[src/hdl/color_temperature_gamma_ramp_core_macros.svh]
// Assertion macros for the color temperature gamma ramp core.
// Included by files that check their own logic; no other dependencies.
`ifndef COLOR_TEMPERATURE_GAMMA_RAMP_CORE_MACROS_SVH
`define COLOR_TEMPERATURE_GAMMA_RAMP_CORE_MACROS_SVH
`ifndef SYNTHESIS
`define CTR_ASSERT_IMPL(label, clk, rst, ante, cons) \
   label: assert property (@(posedge clk) disable iff (rst) (ante) |-> (cons)) \
      else $error("same-cycle check failed");
`define CTR_ASSERT_NEXT(label, clk, rst, ante, cons) \
   label: assert property (@(posedge clk) disable iff (rst) (ante) |=> (cons)) \
      else $error("next-cycle check failed");
`else
`define CTR_ASSERT_IMPL(label, clk, rst, ante, cons)
`define CTR_ASSERT_NEXT(label, clk, rst, ante, cons)
`endif
`endif

[src/hdl/ctr_pkg.sv]
// Shared types and constants of the color temperature gamma ramp core.
// No dependencies.
package ctr_pkg;

   localparam int IDX_W     = 12;
   localparam int LEVEL_W   = 16;
   localparam int KELVIN_W  = 14;
   localparam int RSIZE_W   = 13;
   localparam int GAIN_W    = 24;
   localparam int DIVISOR_W = 21;
   localparam int LANE_LAT  = 19;

   localparam int DIV_NUM_W = 47;
   localparam int DIV_DEN_W = 18;
   localparam int DIV_STEPS = 47;

   localparam logic [GAIN_W-1:0]   GAIN_MAX  = 24'd16711680;
   localparam logic [29:0]         LN2_Q30   = 30'd744261118;
   localparam logic [KELVIN_W-1:0] K_WARM    = 14'd6500;
   localparam logic [KELVIN_W-1:0] K_BLUE_LO = 14'd1900;
   localparam logic [KELVIN_W-1:0] K_RESET   = 14'd6500;
   localparam logic [RSIZE_W-1:0]  RSIZE_RESET = 13'd256;

   // ceil(2^33/25): kelvin*16384/25 exact for the full kelvin range
   localparam logic [28:0] KDIV25_RECIP = 29'd343597384;
   // reciprocals of the odd series terms, exact for 30-bit dividends
   localparam logic [30:0] RECIP_3 = 31'd1431655766;
   localparam logic [30:0] RECIP_5 = 31'd1717986919;
   localparam logic [30:0] RECIP_7 = 31'd1227133514;
   localparam logic [30:0] RECIP_9 = 31'd1908874354;

   localparam logic [1:0] CH_RED   = 2'd0;
   localparam logic [1:0] CH_GREEN = 2'd1;
   localparam logic [1:0] CH_BLUE  = 2'd2;

   localparam logic REG_KELVIN = 1'b0;
   localparam logic REG_RSIZE  = 1'b1;

   typedef struct packed {
      logic signed [29:0] a;
      logic signed [20:0] b;
      logic signed [27:0] c;
      logic [5:0]         off;
   } fit_type;

   localparam fit_type RED_FIT  = '{a: 30'sd369074536, b: 21'sd119754,
                                    c: -28'sd42209025, off: 6'd55};
   localparam fit_type GREEN_LO = '{a: -30'sd162796515, b: -21'sd467633,
                                    c: 28'sd109567973, off: 6'd2};
   localparam fit_type GREEN_HI = '{a: 30'sd341258443, b: 21'sd83293,
                                    c: -28'sd29449568, off: 6'd50};
   localparam fit_type BLUE_FIT = '{a: -30'sd267145028, b: 21'sd867602,
                                    c: 28'sd121299213, off: 6'd10};

   typedef struct packed {
      logic              ok;
      logic [GAIN_W-1:0] red;
      logic [GAIN_W-1:0] green;
      logic [GAIN_W-1:0] blue;
   } gains_type;

   typedef enum logic [11:0] {
      ST_CH    = 12'b000000000001,
      ST_TCALC = 12'b000000000010,
      ST_NORM  = 12'b000000000100,
      ST_ZDIV  = 12'b000000001000,
      ST_Z2    = 12'b000000010000,
      ST_PW    = 12'b000000100000,
      ST_KDIV  = 12'b000001000000,
      ST_LN    = 12'b000010000000,
      ST_MUL1  = 12'b000100000000,
      ST_MUL2  = 12'b001000000000,
      ST_SUM   = 12'b010000000000,
      ST_IDLE  = 12'b100000000000
   } gain_state_type;

endpackage

[src/hdl/ctr_lane.sv]
// One color channel of the ramp pipeline: index times gain, then a
// one-bit-per-stage division by ramp_size*255. Depends on ctr_pkg.
module ctr_lane import ctr_pkg::*; (
   input  logic                 clock,
   input  logic                 en,
   input  logic [IDX_W-1:0]     idx,
   input  logic [GAIN_W-1:0]    gain,
   input  logic [DIVISOR_W-1:0] divisor,
   output logic [LEVEL_W-1:0]   level
);
   localparam int QBITS = LEVEL_W;

   logic [35:0]          prod_ff;
   logic [35:0]          n_ff;
   logic [51:0]          scaled;
   logic                 sat_ff [QBITS+1];
   logic [DIVISOR_W-1:0] rem_ff [QBITS+1];
   logic [QBITS-1:0]     nlo_ff [QBITS+1];
   logic [QBITS-1:0]     q_ff   [QBITS+1];

   // times 65535 then drop the 2^16 factor of the divisor
   assign scaled = {prod_ff, 16'b0} - {16'b0, prod_ff};

   always_ff @(posedge clock) begin
      if (en) begin
         prod_ff   <= 36'(idx * gain);
         n_ff      <= scaled[51:16];
         sat_ff[0] <= {1'b0, n_ff} >= {divisor, 16'b0};
         rem_ff[0] <= {1'b0, n_ff[35:16]};
         nlo_ff[0] <= n_ff[15:0];
         q_ff[0]   <= '0;
      end
   end

   for (genvar j = 0; j < QBITS; j++) begin : g_stage
      logic [DIVISOR_W:0] rem2;
      logic [DIVISOR_W:0] diff;
      logic               ge;
      assign rem2 = {rem_ff[j], nlo_ff[j][QBITS-1-j]};
      assign diff = rem2 - {1'b0, divisor};
      assign ge   = rem2 >= {1'b0, divisor};
      always_ff @(posedge clock) begin
         if (en) begin
            sat_ff[j+1] <= sat_ff[j];
            nlo_ff[j+1] <= nlo_ff[j];
            rem_ff[j+1] <= ge ? diff[DIVISOR_W-1:0] : rem2[DIVISOR_W-1:0];
            q_ff[j+1]   <= {q_ff[j][QBITS-2:0], ge};
         end
      end
   end

   assign level = sat_ff[QBITS] ? {LEVEL_W{1'b1}} : q_ff[QBITS];
endmodule
[config.mk]
export PLATFORM = sky130hd
export DESIGN_NAME = ctr_lane
export DESIGN_NICKNAME = d
export VERILOG_FILES = /design/src/hdl/color_temperature_gamma_ramp_core_macros.svh /design/src/hdl/ctr_pkg.sv /design/src/hdl/ctr_lane.sv
export SDC_FILE = /design/constraint.sdc
export NUM_CORES = 2
export LEC_CHECK = 0
export ABC_AREA = 1
export BUFFER_PORTS_ARGS = -buffer_cell sky130_fd_sc_hd__buf_2
export CAP_MARGIN = 20
export CORE_ASPECT_RATIO = 1.2
export CORE_MARGIN = 5
export CORE_UTILIZATION = 66
export DETAILED_ROUTE_END_ITERATION = 6
export HOLD_SLACK_MARGIN = 0.06
export PLACE_DENSITY_LB_ADDON = 0.08
export SLEW_MARGIN = 30
export SYNTH_ARGS = -nofsm -noshare
export SYNTH_HDL_FRONTEND = slang
export SYNTH_SLANG_ARGS = --single-unit
[constraint.sdc]
create_clock -name clock -period 6.1 [get_ports clock]
set_input_delay 0.61 -clock clock [delete_from_list [all_inputs] [get_ports clock]]
set_output_delay 0.61 -clock clock [all_outputs]
set_load 0.005 [all_outputs]
==> metrics.txt <==
antenna violations before repair=4; RSZ-0062 raised after global routing=no; Resized Gates After CTS=0; Syn Area/Cell=7.53 sq um; Ys Warns=0; CP max FO=24; period utilisation layout=0.844; Max-slew headroom=0.324; peak supply drop=560 uV; share of flip-flops with an asynchronous set or reset=0; Post-CTS Setup Repair Bufs=0; top-area cell type share of the netlist area=0.350; die width=284 um; Req. time, crit path=6.50 ns; mapped cell area=59600 sq um; cells after synthesis=7916; largest net degree at the start of global routing=160; Critical Path AT=5.55 ns; status=finished clean; H-tree depth=3; detailed placer's ending HPWL=130000 um; syn_nets=8660; vias in the first global route=51208; crit path time final=5.15 ns; Yosys top cell by area=edfxtp_1; Slew Viols, Final=0; DRC=0; Hold-fix buffers, CTS=0; wirelength, routed=171000 um; Core Footprint=89500 sq um; Root Buffer=clkbuf_16; worst-skew pair later-pin latency=0.63 ns; Vias per Instance=5.63; cell leakage power=32.1 nW; Synth cell types=40; largest cells by area after synthesis=edfxtp_1 (35%), nand2_1 (19%), ha_1 (9.4%); quantity of I/O buffers inserted on ports=74; final hold violations=0; layout cells sized above 1=0.0488; most frequent cell after synthesis=nand2_1; fmax=194 MHz; top post-synthesis cells by count=nand2_1 (3032), inv_1 (1320), edfxtp_1 (696), nor2_1 (581), ha_1 (450); post-route ant nets=0; num ports=75; Initial Utilization=0.666; Max-Cap Viols=0; gr usage total=0.350; Setup-failing EPs final=0; EDFF count, synth=696; Vert. Die Dim=339 um; Power Density=554 nW/um^2; placed cell area=61100 sq um; Yosys reg bits=696; prevailing post-synth register cell=edfxtp_1; global-route wire length before repair=267000 um; cts bufs inserted=73; Fin Setup TNS=0 ns; maximum clock insertion buffer count=3; Syn-to-layout area delta=6.34%; CP Launch Type=input pin; Seq/Total Area, Yosys=0.350; vias=51881; HP Class=register to register; Crit. End Element=register; First-pass DRT Iterations=6; Reg clk slew, reported paths=0.07 ns; fin nets=8744; GPL Wtd Cong=0.982; final instance area=63400 sq um; DR WL/cell=18.5 um; initial drt markers=4199; worst slew pin tran=1.01 ns; GR Overflow Total=0; clock skew=0.0222 ns; full die area=96500 sq um; Worst Setup Path Type=input pin to register; CTS Sinks=696; row count=120; TritonCTS clock tree=done
==> per-stage QoR <==
stage | setup slack, ns | util | cells | hold slack, ns | power [mW]
after global placement | 0.456 | 0.682 | 9084 | 0.400 | 29.9
final | 0.952 | 0.709 | 9220 | 0.406 | 35.1
after detailed placement | 0.339 | 0.682 | 9084 | 0.405 | 30.3
after CTS | 1.01 | 0.709 | 9214 | 0.402 | 34.9
after floorplan | 1.00 | - | 7916 | 0.400 | 24.5
after global routing | 0.749 | 0.709 | 9214 | 0.413 | 38.2
==> layout by cell type, fill, tap and decap left out, drive strengths merged, types with 7 or more instances in the layout <==
cell      count
nand2      3107
inv        1343
edfxtp      696
nor2        627
ha          450
nand3       444
a21oi       256
fa          235
xor2        136
nand3b      128
buf         105
clkbuf       87
o21ai        85
nor3         81
nand4        64
o21bai       48
xnor2        37
and2         24
clkinv       22
or2          17
o21a         15
nor2b        11
clkinvlp      8
nor4          7
==> final cells by class <==
cell class	instances	area (sq um)
tap	1159	1450
sequential	696	20900
timing repair buffer	105	651
inverter	1336	5050
fill	7489	26100
multi-input combinational	5788	33000
clock buffer	87	1900
clock inverter	43	440
antenna	6	15.0
==> worst max-delay path, stage by stage <==
cell and delay [ns]:
buf_2 0.53, nand2_1 0.16, fa_1 0.49, fa_1 0.51, inv_1 0.05, fa_1 0.48, fa_1 0.55, inv_1 0.07
fa_1 0.53, inv_1 0.05, ha_1 0.47, nand2_1 0.14, nor2_1 0.18, inv_1 0.11, nor3_1 0.14, nand2_1 0.07
nand2_1 0.13, nand2_1 0.09, nand3b_1 0.09, nand2_1 0.06
==> cells by family (layout without fill, tap and decap cells) <==
kind of cell,Yosys count,in the layout,synth area share
other,0,6,0
buffers and inverters,1432,1571,0.0960
and+or+nand+nor,4513,4513,0.317
AOI/OAI and AO/OA,417,417,0.0382
adders and majority gates,685,685,0.173
DFF,696,696,0.350
xor gates and xnor gates,173,173,0.0254
==> flip-flops by register name (all words and copies together), names as in the netlist <==
| register | flops |
|---|---|
| q_ff | 136 |
| n_ff | 36 |
| prod_ff | 36 |
| sat_ff | 17 |
| rem_ff | 335 |
| nlo_ff | 136 |
==> per-layer routing <==
metal / vias to the layer above / global-route usage / share of wire
li1: 25146 / - / -
met1: 23827 / 0.396 / 0.36
met2: 2203 / 0.614 / 0.49
met3: 705 / 0.0455 / 0.068
met4: 0 / 0.242 / 0.086
met5: - / 0 / 0
==> final timing paths <==
kind              slack (ns)                     end              startpoint  cells after the start
setup / recovery        0.95   prod_ff[35]$_DFFE_PP_                  idx[3]                     20
hold / removal          0.41  q_ff[0][129]$_DFFE_PP_  q_ff[0][112]$_DFFE_PP_                      0
setup reg to reg        3.35      n_ff[31]$_DFFE_PP_   prod_ff[29]$_DFFE_PP_                     11
hold reg to reg         0.41  q_ff[0][129]$_DFFE_PP_  q_ff[0][112]$_DFFE_PP_                      0
==> power by group <==
group,switching [mW],leakage [nW],internal [mW]
logic,14.4,24.2,7.21
clock network,1.89,1.12,2.50
registers,1.23,6.82,7.91
Note: power is estimated with default switching activity, not from simulation.
